### config.mk
export PLATFORM = sky130hd
export DESIGN_NAME = onoff_server_with_transition
export DESIGN_NICKNAME = d
export VERILOG_FILES = /design/src/design/oswt_pkg.sv /design/src/design/onoff_server_with_transition.sv /design/src/design/oswt_time_enc.sv
export SDC_FILE = /design/constraint.sdc
export NUM_CORES = 2
export LEC_CHECK = 0
export ABC_AREA = 1
export CAP_MARGIN = 20
export CORE_MARGIN = 2
export CORE_UTILIZATION = 50
export CTS_BUF_LIST = sky130_fd_sc_hd__clkbuf_4 sky130_fd_sc_hd__clkbuf_8
export CTS_CLUSTER_DIAMETER = 200
export DETAILED_ROUTE_END_ITERATION = 16
export DONT_BUFFER_PORTS = 1
export SETUP_SLACK_MARGIN = 0.4
export SKIP_LAST_GASP = 1
export SYNTH_ARGS = -nofsm -noshare
export SYNTH_HDL_FRONTEND = slang
export SYNTH_SLANG_ARGS = --single-unit
### constraint.sdc
create_clock -name clk -period 18.78 [get_ports clk]
set_clock_uncertainty 0.2 [all_clocks]
set_input_delay 3.756 -clock clk [delete_from_list [all_inputs] [get_ports clk]]
set_output_delay 3.756 -clock clk [all_outputs]
set_load 0.05 [all_outputs]
### src/design/oswt_pkg.sv
// ----------------------------------------------------------------------------
// oswt_pkg
// Shared types, constants and helpers of the on/off server with transition.
// ----------------------------------------------------------------------------
package oswt_pkg;

    // Width of the millisecond timers and of the stored transition time.
    localparam int TIME_BITS = 26;
    localparam logic [TIME_BITS-1:0] TIME_MAX = '1;

    // Wide working width for products and sums before saturation.
    localparam int WIDE_BITS = 40;

    localparam int STEP_BITS = 6;
    localparam logic [STEP_BITS-1:0] STEP_FOREVER = 6'h3f;
    localparam logic [7:0] CODE_FOREVER = 8'h3f;

    // Milliseconds per step for the four resolutions of a time code.
    localparam logic [31:0] RES_MS [4] = '{32'd100, 32'd1000, 32'd10000, 32'd600000};

    // Encoder: the value rounded up before division stays below 64 steps of the
    // chosen resolution, so it fits in one bit more than the timer.
    localparam int ENC_BITS = TIME_BITS + 1;
    localparam int RECIP_BITS = ENC_BITS + 2;

    // floor(x / d) == (x * ceil(2^s / d)) >> s for every x below 2^ENC_BITS when
    // s = ENC_BITS + ceil(log2(d)).
    localparam int RES_SHIFT [4] = '{ENC_BITS + 7, ENC_BITS + 10, ENC_BITS + 14,
                                     ENC_BITS + 20};
    localparam logic [63:0] RECIP_FULL [4] = '{
        ((64'd1 << (ENC_BITS + 7)) + 64'd99) / 64'd100,
        ((64'd1 << (ENC_BITS + 10)) + 64'd999) / 64'd1000,
        ((64'd1 << (ENC_BITS + 14)) + 64'd9999) / 64'd10000,
        ((64'd1 << (ENC_BITS + 20)) + 64'd599999) / 64'd600000
    };

    // A time at or above 63 steps of a resolution moves to the next one.
    localparam logic [WIDE_BITS-1:0] ENC_LIMIT [4] = '{
        40'd6300, 40'd63000, 40'd630000, 40'd37800000
    };

    typedef enum logic [1:0] {
        MODE_TICK      = 2'd0,
        MODE_GET       = 2'd1,
        MODE_SET_ACK   = 2'd2,
        MODE_SET_UNACK = 2'd3
    } mode_t;

    typedef enum logic [0:0] {
        KIND_STATUS = 1'b0,
        KIND_UPDATE = 1'b1
    } result_kind_t;

    typedef struct packed {
        mode_t        mode;
        logic         target_value;
        logic [7:0]   transaction_id;
        logic [15:0]  source_address;
        logic         has_timing;
        logic [7:0]   transition_code;
        logic [7:0]   delay_code;
    } item_in_t;

    typedef struct packed {
        result_kind_t result_kind;
        logic         present_value;
        logic         reported_target;
        logic         has_remaining;
        logic [7:0]   remaining_code;
        logic         led_level;
    } result_t;

    function automatic logic [TIME_BITS-1:0] sat_time(input logic [WIDE_BITS-1:0] v);
        logic [TIME_BITS-1:0] r;
        if (v > WIDE_BITS'(TIME_MAX)) begin
            r = TIME_MAX;
        end
        else begin
            r = v[TIME_BITS-1:0];
        end
        return r;
    endfunction

endpackage

### src/design/onoff_server_with_transition.sv
// ----------------------------------------------------------------------------
// onoff_server_with_transition
// Generic on/off server: millisecond ticks, get, and set with delay and
// transition timing, answering with status messages and LED updates.
// ----------------------------------------------------------------------------
//  channel | direction | payload   | handshake
//  --------+-----------+-----------+----------------------
//  in      | input     | item_in_t | in_valid / in_ready
//  out     | output    | result_t  | out_valid / out_ready
//
// One transaction per cycle is sustained while the output is not stalled; a result
// passes through the input register, then the result register, before it is offered.
// The set timing codes are decoded into milliseconds in the input register;
// the state update and the status encoding both feed the result register.
// Reset clears all server state: LED off, timer idle, value and identity zero.
// in_ready drops only while the input register is full and a waiting result
// is not taken.
module onoff_server_with_transition (
    input  logic               clk,
    input  logic               rst_n,
    input  logic               in_valid,
    output logic               in_ready,
    input  oswt_pkg::item_in_t in_data,
    output logic               out_valid,
    input  logic               out_ready,
    output oswt_pkg::result_t  out_data
);
    import oswt_pkg::*;

    typedef struct packed {
        mode_t                mode;
        logic                 target_value;
        logic [7:0]           transaction_id;
        logic [15:0]          source_address;
        logic                 is_forever;
        logic [TIME_BITS-1:0] trans_ms;
        logic [TIME_BITS-1:0] delay_ms;
    } stage_t;

    // Input register.
    logic   s1_valid_reg;
    stage_t s1_reg;
    stage_t s1_next;

    // Server state.
    logic                 stored_value_reg, stored_value_next;
    logic [7:0]           last_tid_reg, last_tid_next;
    logic [15:0]          last_src_reg, last_src_next;
    logic [TIME_BITS-1:0] pending_reg, pending_next;
    logic                 forever_reg, forever_next;
    logic [TIME_BITS-1:0] count_reg, count_next;
    logic                 armed_reg, armed_next;
    logic                 led_reg, led_next;

    // Result register.
    logic    out_valid_reg;
    result_t out_reg;
    result_t res_next;
    logic    produce;

    logic advance;
    logic in_fire;

    logic [STEP_BITS-1:0]     steps;
    logic [STEP_BITS+31:0]    trans_prod;
    logic [10:0]              delay_x5;

    logic                     is_set;
    logic                     take_set;
    logic [TIME_BITS:0]       rem_sum;
    logic [TIME_BITS-1:0]     rem_ms;
    logic [7:0]               rem_code;

    assign advance  = s1_valid_reg && (!out_valid_reg || out_ready);
    assign in_ready = !s1_valid_reg || advance;
    assign in_fire  = in_valid && in_ready;

    // Decode the optional timing bytes of a set into milliseconds.
    assign steps      = in_data.transition_code[STEP_BITS-1:0];
    assign trans_prod = (STEP_BITS+32)'(steps) *
                        (STEP_BITS+32)'(RES_MS[in_data.transition_code[7:6]]);
    assign delay_x5   = 11'({in_data.delay_code, 2'b00}) + 11'(in_data.delay_code);

    always_comb begin
        s1_next.mode           = in_data.mode;
        s1_next.target_value   = in_data.target_value;
        s1_next.transaction_id = in_data.transaction_id;
        s1_next.source_address = in_data.source_address;
        s1_next.is_forever     = 1'b0;
        s1_next.trans_ms       = '0;
        s1_next.delay_ms       = '0;
        if (in_data.has_timing) begin
            s1_next.delay_ms = sat_time(WIDE_BITS'(delay_x5));
            if (steps == STEP_FOREVER) begin
                s1_next.is_forever = 1'b1;
            end
            else begin
                s1_next.trans_ms = sat_time(WIDE_BITS'(trans_prod));
            end
        end
    end

    // A set is taken unless it repeats the last identity or the stored value.
    assign is_set   = (s1_reg.mode == MODE_SET_ACK) || (s1_reg.mode == MODE_SET_UNACK);
    assign take_set = is_set
                      && !(s1_reg.transaction_id == last_tid_reg
                           && s1_reg.source_address == last_src_reg)
                      && (s1_reg.target_value != stored_value_reg);

    // Remaining time as seen after this transaction's set, if any.
    assign rem_sum = take_set
                     ? (TIME_BITS+1)'(s1_reg.delay_ms) + (TIME_BITS+1)'(s1_reg.trans_ms)
                     : (TIME_BITS+1)'(armed_reg ? count_reg : '0)
                       + (TIME_BITS+1)'(pending_reg);
    assign rem_ms  = sat_time(WIDE_BITS'(rem_sum));

    oswt_time_enc u_time_enc (
        .ms   (rem_ms),
        .code (rem_code)
    );

    always_comb begin
        stored_value_next = stored_value_reg;
        last_tid_next     = last_tid_reg;
        last_src_next     = last_src_reg;
        pending_next      = pending_reg;
        forever_next      = forever_reg;
        count_next        = count_reg;
        armed_next        = armed_reg;
        led_next          = led_reg;
        produce           = 1'b0;

        res_next.result_kind     = KIND_STATUS;
        res_next.present_value   = stored_value_reg;
        res_next.reported_target = stored_value_reg;
        res_next.has_remaining   = 1'b0;
        res_next.remaining_code  = '0;
        res_next.led_level       = led_reg;

        unique case (s1_reg.mode)
            MODE_TICK: begin
                if (armed_reg) begin
                    if (count_reg > TIME_BITS'(1)) begin
                        count_next = count_reg - TIME_BITS'(1);
                    end
                    else begin
                        produce    = 1'b1;
                        count_next = '0;
                        priority if (pending_reg != '0) begin
                            led_next     = 1'b1;
                            count_next   = pending_reg;
                            pending_next = '0;
                        end
                        else if (forever_reg) begin
                            led_next   = 1'b1;
                            armed_next = 1'b0;
                        end
                        else begin
                            led_next   = stored_value_reg;
                            armed_next = 1'b0;
                        end
                        res_next.result_kind = KIND_UPDATE;
                        res_next.led_level   = led_next;
                    end
                end
            end
            default: begin
                if (take_set) begin
                    stored_value_next = s1_reg.target_value;
                    last_tid_next     = s1_reg.transaction_id;
                    last_src_next     = s1_reg.source_address;
                    pending_next      = s1_reg.trans_ms;
                    forever_next      = s1_reg.is_forever;
                    count_next        = s1_reg.delay_ms;
                    armed_next        = 1'b1;
                end
                produce = (s1_reg.mode != MODE_SET_UNACK);
                res_next.reported_target = stored_value_next;
                if (forever_next) begin
                    res_next.has_remaining  = 1'b1;
                    res_next.remaining_code = CODE_FOREVER;
                    res_next.present_value  = !stored_value_next;
                end
                else if (rem_ms != '0) begin
                    res_next.has_remaining  = 1'b1;
                    res_next.remaining_code = rem_code;
                    res_next.present_value  = !stored_value_next;
                end
                else begin
                    res_next.present_value  = stored_value_next;
                end
            end
        endcase
    end

    always_ff @(posedge clk or negedge rst_n) begin
        if (!rst_n) begin
            s1_valid_reg     <= 1'b0;
            out_valid_reg    <= 1'b0;
            stored_value_reg <= 1'b0;
            last_tid_reg     <= '0;
            last_src_reg     <= '0;
            pending_reg      <= '0;
            forever_reg      <= 1'b0;
            count_reg        <= '0;
            armed_reg        <= 1'b0;
            led_reg          <= 1'b0;
        end
        else begin
            if (in_fire) begin
                s1_valid_reg <= 1'b1;
            end
            else if (advance) begin
                s1_valid_reg <= 1'b0;
            end

            if (advance) begin
                out_valid_reg    <= produce;
                stored_value_reg <= stored_value_next;
                last_tid_reg     <= last_tid_next;
                last_src_reg     <= last_src_next;
                pending_reg      <= pending_next;
                forever_reg      <= forever_next;
                count_reg        <= count_next;
                armed_reg        <= armed_next;
                led_reg          <= led_next;
            end
            else if (out_ready) begin
                out_valid_reg <= 1'b0;
            end
        end
    end

    always_ff @(posedge clk) begin
        if (in_fire) begin
            s1_reg <= s1_next;
        end
        if (advance && produce) begin
            out_reg <= res_next;
        end
    end

    assign out_valid = out_valid_reg;
    assign out_data  = out_reg;

`ifndef SYNTHESIS
    // An idle timer never leaves a transition behind.
    assert property (@(posedge clk) disable iff (!rst_n)
        !armed_reg |-> (pending_reg == '0))
        else $error("transition pending while the timer is idle");

    // A forever transition carries no timed transition.
    assert property (@(posedge clk) disable iff (!rst_n)
        !(forever_reg && (pending_reg != '0)))
        else $error("forever and timed transition both set");

    // An LED update never carries a remaining time.
    assert property (@(posedge clk) disable iff (!rst_n)
        (out_valid && out_data.result_kind == KIND_UPDATE)
        |-> (!out_data.has_remaining && out_data.remaining_code == '0))
        else $error("update result with remaining time");

    // A status without remaining time reports the stored value as present.
    assert property (@(posedge clk) disable iff (!rst_n)
        (out_valid && out_data.result_kind == KIND_STATUS && !out_data.has_remaining)
        |-> (out_data.remaining_code == '0
             && out_data.present_value == out_data.reported_target))
        else $error("inconsistent status without remaining time");

    // Input is held back only by a full input register behind a waiting result.
    assert property (@(posedge clk) disable iff (!rst_n)
        !in_ready |-> (s1_valid_reg && out_valid_reg && !out_ready))
        else $error("input stalled without a reason");
`endif

endmodule

### src/design/oswt_time_enc.sv
// ----------------------------------------------------------------------------
// oswt_time_enc
// Encodes a millisecond time as a resolution and a rounded-up step count.
// ----------------------------------------------------------------------------
module oswt_time_enc (
    input  logic [oswt_pkg::TIME_BITS-1:0] ms,
    output logic [7:0]                     code
);
    import oswt_pkg::*;

    logic [1:0]                     res_sel;
    logic                           in_range;
    logic [ENC_BITS-1:0]            rounded;
    logic [RECIP_BITS-1:0]          recip;
    logic [ENC_BITS+RECIP_BITS-1:0] prod;
    logic [STEP_BITS-1:0]           steps;

    // Pick the finest resolution that keeps the time below 63 steps.
    always_comb begin
        in_range = 1'b1;
        res_sel  = 2'd0;
        priority if (WIDE_BITS'(ms) < ENC_LIMIT[0]) begin
            res_sel = 2'd0;
        end
        else if (WIDE_BITS'(ms) < ENC_LIMIT[1]) begin
            res_sel = 2'd1;
        end
        else if (WIDE_BITS'(ms) < ENC_LIMIT[2]) begin
            res_sel = 2'd2;
        end
        else if (WIDE_BITS'(ms) < ENC_LIMIT[3]) begin
            res_sel = 2'd3;
        end
        else begin
            res_sel  = 2'd3;
            in_range = 1'b0;
        end
    end

    // Round up by adding one step less one, then divide by reciprocal multiply.
    assign rounded = ENC_BITS'(ms) + ENC_BITS'(RES_MS[res_sel] - 32'd1);
    assign recip   = RECIP_FULL[res_sel][RECIP_BITS-1:0];
    assign prod    = (ENC_BITS+RECIP_BITS)'(rounded) * (ENC_BITS+RECIP_BITS)'(recip);

    always_comb begin
        unique case (res_sel)
            2'd0:    steps = prod[RES_SHIFT[0] +: STEP_BITS];
            2'd1:    steps = prod[RES_SHIFT[1] +: STEP_BITS];
            2'd2:    steps = prod[RES_SHIFT[2] +: STEP_BITS];
            default: steps = prod[RES_SHIFT[3] +: STEP_BITS];
        endcase
    end

    assign code = in_range ? {res_sel, steps} : CODE_FOREVER;

endmodule

Yosys cells after proc, flatten, opt, wreduce, memory -nomap -nowiden

Cells that the tools add are included.

Bitwise gates (word level): 6
$lt $le $gt $ge: 9
Multipliers: 2
Equal/unequal tests: 12
$add $sub $neg: 6
Muxes and demuxes: 59
Reductions and logical operators: 27

Operator list:

| operator                                                                           | number |
|---|---|
| 26-bit 2-to-1 mux                                                                  | 13 |
| 32-bit binary-select mux with 2-bit select                                         | 2 |
| 64-bit binary-select mux with 2-bit select                                         | 1 |
| 27-bit 2-to-1 mux                                                                  | 3 |
| 32-bit 2-to-1 mux                                                                  | 2 |
| 29-bit 2-to-1 mux                                                                  | 2 |
| 26-bit by 26-bit adder with 27-bit output                                          | 2 |
| 27-bit by 29-bit multiplier with 53-bit output                                     | 1 |
| 26-bit nonzero test                                                                | 2 |
| 38-bit by 26-bit greater-than comparator with 1-bit output (second input constant) | 1 |
| 6-bit by 32-bit multiplier with 38-bit output                                      | 1 |
| 1-bit 2-to-1 mux                                                                   | 29 |
| 26-bit by 27-bit adder with 27-bit output                                          | 1 |
| 27-bit by 26-bit greater-than comparator with 1-bit output (second input constant) | 1 |
| 27-bit by 1-bit subtractor with 27-bit output (second input constant)              | 1 |
| 26-bit by 1-bit greater-than comparator with 1-bit output (second input constant)  | 1 |
| 26-bit by 13-bit < comparator with 1-bit output (second input constant)            | 1 |
| 26-bit by 16-bit < comparator with 1-bit output (second input constant)            | 1 |
| 26-bit by 20-bit < comparator with 1-bit output (second input constant)            | 1 |
| 26-bit < comparator (second input constant)                                        | 1 |
| 26-bit by 1-bit subtractor with 26-bit output (second input constant)              | 1 |
| 9-bit 2-to-1 mux                                                                   | 2 |
| 6-bit one-hot mux with 3 select lines                                              | 1 |
| 16-bit equality test                                                               | 1 |
| 23 further kinds                                                                   | 49 |

Bits of input ports: 48
Output and inout bits: 15
Register bits after elaboration: 175
Logic and storage cells: 146

Logic depth before layout (Yosys ltp)

Depth after elaboration: 24
Depth in mapped cells: 88
Mapped depth without buffers: 85

By module

A second synthesis with hierarchy kept.

Cells, all modules: 4807
Area total of the unflattened synthesis: 37109.3 sq um

Modules (own cells, without submodules):

| module                       | area an instance (sq um) | times used | seq. area each (sq um) | cells each |
|---|---|---|---|---|
| oswt_time_enc                | 24029.3                  | 1          | 0.0                    | 2949 |
| onoff_server_with_transition | 13080.0                  | 1          | 4284.1                 | 1858 |

Worst setup path before layout

Ideal clock, no wire load.

Path type: reg-to-reg
From: register armed_reg
To: register out_reg (netlist bit out_data[3]), data pin
Path buffers: 4
Cell stages (with the launch flop): 76
Clock period less this slack: 13456 ps
Required time: 18312 ps
Arrival time: 12988 ps
Path slack: 5324 ps
Library setup time: 268 ps
Cell sequence: dfrtp_1 > clkbuf_1 > buf_1 > nand2_1 > inv_1 > ha_1 > a21oi_1 > nand2_1 > nand2_1 > nand2_1 > nand2_1 > nand2_1 > nand2_1 > nand2_1 > a21oi_1 > inv_1 > a21oi_1 > xor2_1 > [40 not listed] > fa_1 > inv_1 > ha_1 > a21oi_1 > inv_1 > a31oi_1 > inv_1 > a21oi_1 > o21ai_0 > a21oi_1 > o21ai_0 > nand2_1 > nand2_1 > or2_2 > a21oi_1 > nand2_1 > nor2_1 > nor2_1

Word-level cells in the longest chain between the ends: 20
Elaborated cells between the ends (all ways): 34
Classes of those cells: add/sub (3); mul (1); order compare (5); eq/ne (2); mux (20); bitwise (1); reduce/logical (2)

Ends and longest elaborated chain:

| what                                                       | line                                | text |
|---|---|---|
| from (decl)                                                | onoff_server_with_transition.sv:52  | `logic armed_reg, armed_next;` |
| from (signal assigned)                                     | onoff_server_with_transition.sv:225 | `armed_reg <= armed_next;` |
| 26-bit 2-to-1 mux (*)                                      | onoff_server_with_transition.sv:113 | `: (TIME_BITS+1)'(armed_reg ? count_reg : '0)` |
| 26-bit by 26-bit adder with 27-bit output (*)              | onoff_server_with_transition.sv:114 | `+ (TIME_BITS+1)'(pending_reg);` |
| 27-bit 2-to-1 mux (*)                                      | onoff_server_with_transition.sv:112 | `? (TIME_BITS+1)'(s1_reg.delay_ms) + (TIME_BITS+1)'(s1_reg.trans_ms)` |
| 27-bit by 26-bit greater-than comparator with 1-bit output | oswt_pkg.sv:75                      | `if (v > WIDE_BITS'(TIME_MAX)) begin` |
| 26-bit 2-to-1 mux (*)                                      | oswt_pkg.sv:75                      |  |
| 26-bit by 20-bit < comparator with 1-bit output            | oswt_time_enc.sv:28                 | `else if (WIDE_BITS'(ms) < ENC_LIMIT[2]) begin` |
| 1-bit 2-to-1 mux                                           | oswt_time_enc.sv:28                 |  |
| 2-bit 2-to-1 mux                                           | oswt_time_enc.sv:25                 | `else if (WIDE_BITS'(ms) < ENC_LIMIT[1]) begin` |
| [3 not listed]                                             | --                                  |  |
| 27-bit 2-to-1 mux (implied by the code) (2 in a row)       | oswt_time_enc.sv:41                 | `assign rounded = ENC_BITS'(ms) + ENC_BITS'(RES_MS[res_sel] - 32'd1);` |
| 27-bit by 1-bit subtractor with 27-bit output              | oswt_time_enc.sv:41                 |  |
| 26-bit by 27-bit adder with 27-bit output                  | oswt_time_enc.sv:41                 |  |
| 27-bit by 29-bit multiplier with 53-bit output             | oswt_time_enc.sv:43                 | `assign prod = (ENC_BITS+RECIP_BITS)'(rounded) * (ENC_BITS+RECIP_BITS)'(recip);` |
| 6-bit one-hot mux with 3 select lines                      | oswt_time_enc.sv:46                 | `unique case (res_sel)` |
| 8-bit 2-to-1 mux                                           | oswt_time_enc.sv:54                 | `assign code = in_range ? {res_sel, steps} : CODE_FOREVER;` |
| 9-bit 2-to-1 mux (*)                                       | onoff_server_with_transition.sv:184 | `else if (rem_ms != '0) begin` |
| 9-bit 2-to-1 mux (*)                                       | onoff_server_with_transition.sv:179 | `if (forever_next) begin` |
| to (signal assigned)                                       | onoff_server_with_transition.sv:239 | `out_reg <= res_next;` |
| to (decl)                                                  | onoff_server_with_transition.sv:57  | `result_t out_reg;` |

Every way passes the cells marked *; elsewhere a longest branch is shown, timed or not. The select of a mux whose other input is x is not followed.
A chain may end at the register's enable or synchronous reset.

Final worst setup path

From: register armed_reg
To: register out_reg (netlist bit out_data[5]), data pin

Same word-level chain as after synthesis.

==> metrics.txt <==
# TYPE chip_impl_metric gauge
chip_impl_info{name="launching_element_type_of_the_critical_path",value="register"} 1
chip_impl_metric{name="seq_area_frac_synth",unit="%"} 11.9
chip_impl_metric{name="num_io_pins",unit=""} 63
chip_impl_metric{name="final_layout_size_suffix_gt1_share",unit="%"} 3.20
chip_impl_metric{name="cts.repair_timing.setup_buffer_count",unit=""} 0
chip_impl_metric{name="grt_antenna_before_repair",unit=""} 3
chip_impl_metric{name="ctsHoldBuffers",unit=""} 0
chip_impl_metric{name="final_min_period_over_clock_period",unit="%"} 87.1
chip_impl_metric{name="cts-root-to-sink-buffers",unit=""} 2
chip_impl_metric{name="fill_cells",unit=""} 7024
chip_impl_metric{name="timing.max_cap.violations",unit=""} 0
chip_impl_metric{name="grt_overflow_total",unit=""} 0
chip_impl_metric{name="finalHoldViolations",unit=""} 0
chip_impl_metric{name="synthArstFlopShare",unit="%"} 51.3
chip_impl_metric{name="max_stage_delay",unit="ps"} 990
chip_impl_info{name="ys_top_cells_by_count",value="sky130_fd_sc_hd__inv_1 (1334), sky130_fd_sc_hd__nand2_1 (754), sky130_fd_sc_hd__fa_1 (624)"} 1
chip_impl_metric{name="synth_edf_count",unit=""} 76
chip_impl_metric{name="port_buffer_cells",unit=""} 0
chip_impl_metric{name="slew_headroom",unit="%"} 25.1
chip_impl_info{name="critical_setup_path_class",value="reg -> reg"} 1
chip_impl_metric{name="routed_wire_length_per_instance",unit="µm"} 21.3
chip_impl_metric{name="setup-tns-final",unit="ps"} 0
chip_impl_metric{name="routed_via_density",unit=""} 5.34
chip_impl_metric{name="areaGrowthSynthToFinish",unit="%"} 4.45
chip_impl_info{name="critical_path.slowest_cell",value="sky130_fd_sc_hd__dfrtp_1"} 1
chip_impl_metric{name="crit_required",unit="ps"} 18900
chip_impl_metric{name="groute.usage.overall",unit="%"} 32.9
chip_impl_info{name="rsz0062_at_grt",value="false"} 1
chip_impl_metric{name="coreArea",unit="mm²"} 0.0715
chip_impl_metric{name="timing.critical_path.arrival",unit="ps"} 16470
chip_impl_info{name="dominantRegCellSynth",value="sky130_fd_sc_hd__dfrtp_1"} 1
chip_impl_info{name="hold_wc_path_type",value="reg -> reg"} 1
chip_impl_metric{name="yosys_register_bits",unit=""} 156
chip_impl_metric{name="synth_cells",unit=""} 4592
chip_impl_metric{name="drt_iter0_drc",unit=""} 2954
chip_impl_info{name="endpoint_kind",value="register"} 1
chip_impl_metric{name="floorplan.die.height",unit="µm"} 273
chip_impl_metric{name="netlist_area_pre_place",unit="mm²"} 0.0361
chip_impl_metric{name="drcViolationCount",unit=""} 0
chip_impl_metric{name="synthesis.nets",unit=""} 5613
chip_impl_metric{name="slew_violations",unit=""} 0
chip_impl_metric{name="detail_route.first_pass.iterations",unit=""} 8
chip_impl_metric{name="final-setup-viol-count",unit=""} 0
chip_impl_metric{name="h-tree-depth",unit=""} 4
chip_impl_metric{name="path_max_fanout",unit=""} 29
chip_impl_info{name="cts-root-buf",value="sky130_fd_sc_hd__clkbuf_8"} 1
chip_impl_info{name="synth_most_common_cell",value="sky130_fd_sc_hd__inv_1"} 1
chip_impl_metric{name="initial_core_util",unit="%"} 50.5
chip_impl_info{name="run_status",value="complete, no violations"} 1
chip_impl_metric{name="dp.final_hpwl",unit="mm"} 103
chip_impl_metric{name="die_area",unit="mm²"} 0.0743
chip_impl_metric{name="routed_wirelength",unit="mm"} 118
chip_impl_metric{name="ys_types",unit=""} 58
chip_impl_metric{name="die-width",unit="µm"} 273
chip_impl_metric{name="largest_register_ff_count",unit=""} 63
chip_impl_metric{name="cts.sink_count",unit=""} 156
chip_impl_metric{name="finalWorstPathRequiredPeriod",unit="ps"} 16350
chip_impl_metric{name="global_route_wire_length_before_repair",unit="mm"} 182
chip_impl_info{name="clock_tree_from_tritoncts",value="done"} 1
chip_impl_metric{name="gp_congestion",unit=""} 1.03
chip_impl_metric{name="cts-resized-gates",unit=""} 0
chip_impl_info{name="top_cell_type_by_total_area_after_synthesis",value="sky130_fd_sc_hd__fa_1"} 1
chip_impl_metric{name="tritoncts.num_buffers",unit=""} 17
chip_impl_metric{name="pin_slew_with_the_least_headroom_to_its_limit",unit="ps"} 1120
chip_impl_metric{name="antenna_left",unit=""} 0
chip_impl_metric{name="synthesis.yosys.warnings",unit=""} 0
chip_impl_metric{name="grt_pass1_vias",unit=""} 29500
chip_impl_info{name="synth_top_cells_by_area",value="sky130_fd_sc_hd__fa_1 (35%), sky130_fd_sc_hd__inv_1 (14%), sky130_fd_sc_hd__ha_1 (12%)"} 1
chip_impl_metric{name="num_rows",unit=""} 98
chip_impl_metric{name="pin_count_of_the_biggest_net_entering_global_routing",unit=""} 81
chip_impl_metric{name="synth_largest_type_area_fraction",unit="%"} 34.6
chip_impl_metric{name="vias",unit=""} 29600
chip_impl_metric{name="fmaxAchievable",unit="MHz"} 61.2
chip_impl_info{name="cp_common_cell",value="sky130_fd_sc_hd__nand2_1"} 1
chip_impl_metric{name="fin_nets",unit=""} 5604
chip_impl_metric{name="synthesis.area_per_instance",unit="µm²"} 7.86
chip_impl_metric{name="clock_insertion_delay_worst_skew",unit="ps"} 570
chip_impl_metric{name="cts.reportedPaths.clkPinSlew",unit="ps"} 120
## routing by layer
metal / global-route usage, % / up-vias / routed length, µm
met3: 9.04 / 176 / 12700
li1: - / 13700 / -
met5: 0 / - / 12
met1: 50.1 / 14400 / 54400
met2: 46.1 / 1323 / 48000
met4: 7.91 / 2 / 3170
## final cells by class
cell class,instances,area [µm²],share of cell area (%)
Antenna cell,1,2.50,0.00664
Clock buffer,17,234,0.621
Clock inverter,15,176,0.468
Inverter,1359,5100,13.5
Multi-Input combinational cell,3013,26400,70.1
Sequential cell,156,4280,11.4
Tap cell,950,1190,3.15
Timing Repair Buffer,36,270,0.717
## placed cells by master, fill, tap and decap left out, drive strengths merged, types with 8 or more instances in the layout
| cell | n |
|---|---|
| o22ai | 10 |
| o211ai | 8 |
| a22oi | 9 |
| inv | 1357 |
| o21bai | 16 |
| o21ai | 175 |
| nor4 | 20 |
| xnor2 | 16 |
| ha | 349 |
| fa | 624 |
| a31oi | 15 |
| nand3 | 171 |
| buf | 36 |
| edfxtp | 76 |
| a21oi | 197 |
| nand3b | 14 |
| clkinv | 15 |
| nor3 | 43 |
| clkbuf | 17 |
| nor2 | 442 |
| o21a | 16 |
| nand2 | 769 |
| nand4 | 33 |
| dfrtp | 80 |
| xor2 | 48 |
## worst paths after layout
path                            from         endpoint  slack (ps)  cells past startpoint
hold reg to reg              led_reg          led_reg         290                      2
max in group asynchronous      rst_n    count_reg[18]       15470                      0
setup reg to reg           armed_reg      out_data[5]        2430                     75
setup / recovery           armed_reg      out_data[5]        2430                     75
min in group asynchronous      rst_n  last_tid_reg[1]        2670                      0
hold / removal               led_reg          led_reg         290                      2
## kinds of logic after synthesis
| group | count (synthesis) | synth area share [%] |
|---|---|---|
| AND/OR/NAND/NOR | 1504 | 17.4 |
| XOR/XNOR | 64 | 1.71 |
| adder cells (fa/ha/maj) | 973 | 46.7 |
| other | 1 | 0.0104 |
| AO/OA/AOI/OAI | 471 | 7.31 |
| flip-flops | 156 | 11.9 |
| buffers and inverters | 1423 | 14.9 |
## worst max-delay path: cells and delay by family (launching register included)
kind	cells	cell delay [ps]
AND/OR/NAND/NOR	48	7070
flip-flops	1	990
AO/OA/AOI/OAI	6	1350
adder cells (fa/ha/maj)	12	5310
buffers and inverters	9	1180
## stage by stage
step / util, % / area [µm²] / setup WS, ps / hold slack, ps / cells
after global placement: 52.1 / 37300 / 2920 / 263 / 5514
after CTS: 52.7 / 37700 / 2650 / 295 / 5546
after floorplan: - / 36100 / 5320 / 248 / 4592
final: 52.7 / 37700 / 2430 / 294 / 5547
after detailed placement: 52.1 / 37300 / 2720 / 268 / 5514
after global routing: 52.7 / 37700 / 1100 / 335 / 5546
Power is left out: the tool's default activity adds up to more than one toggle a clock period on the data nets, which glitch-free logic cannot reach.
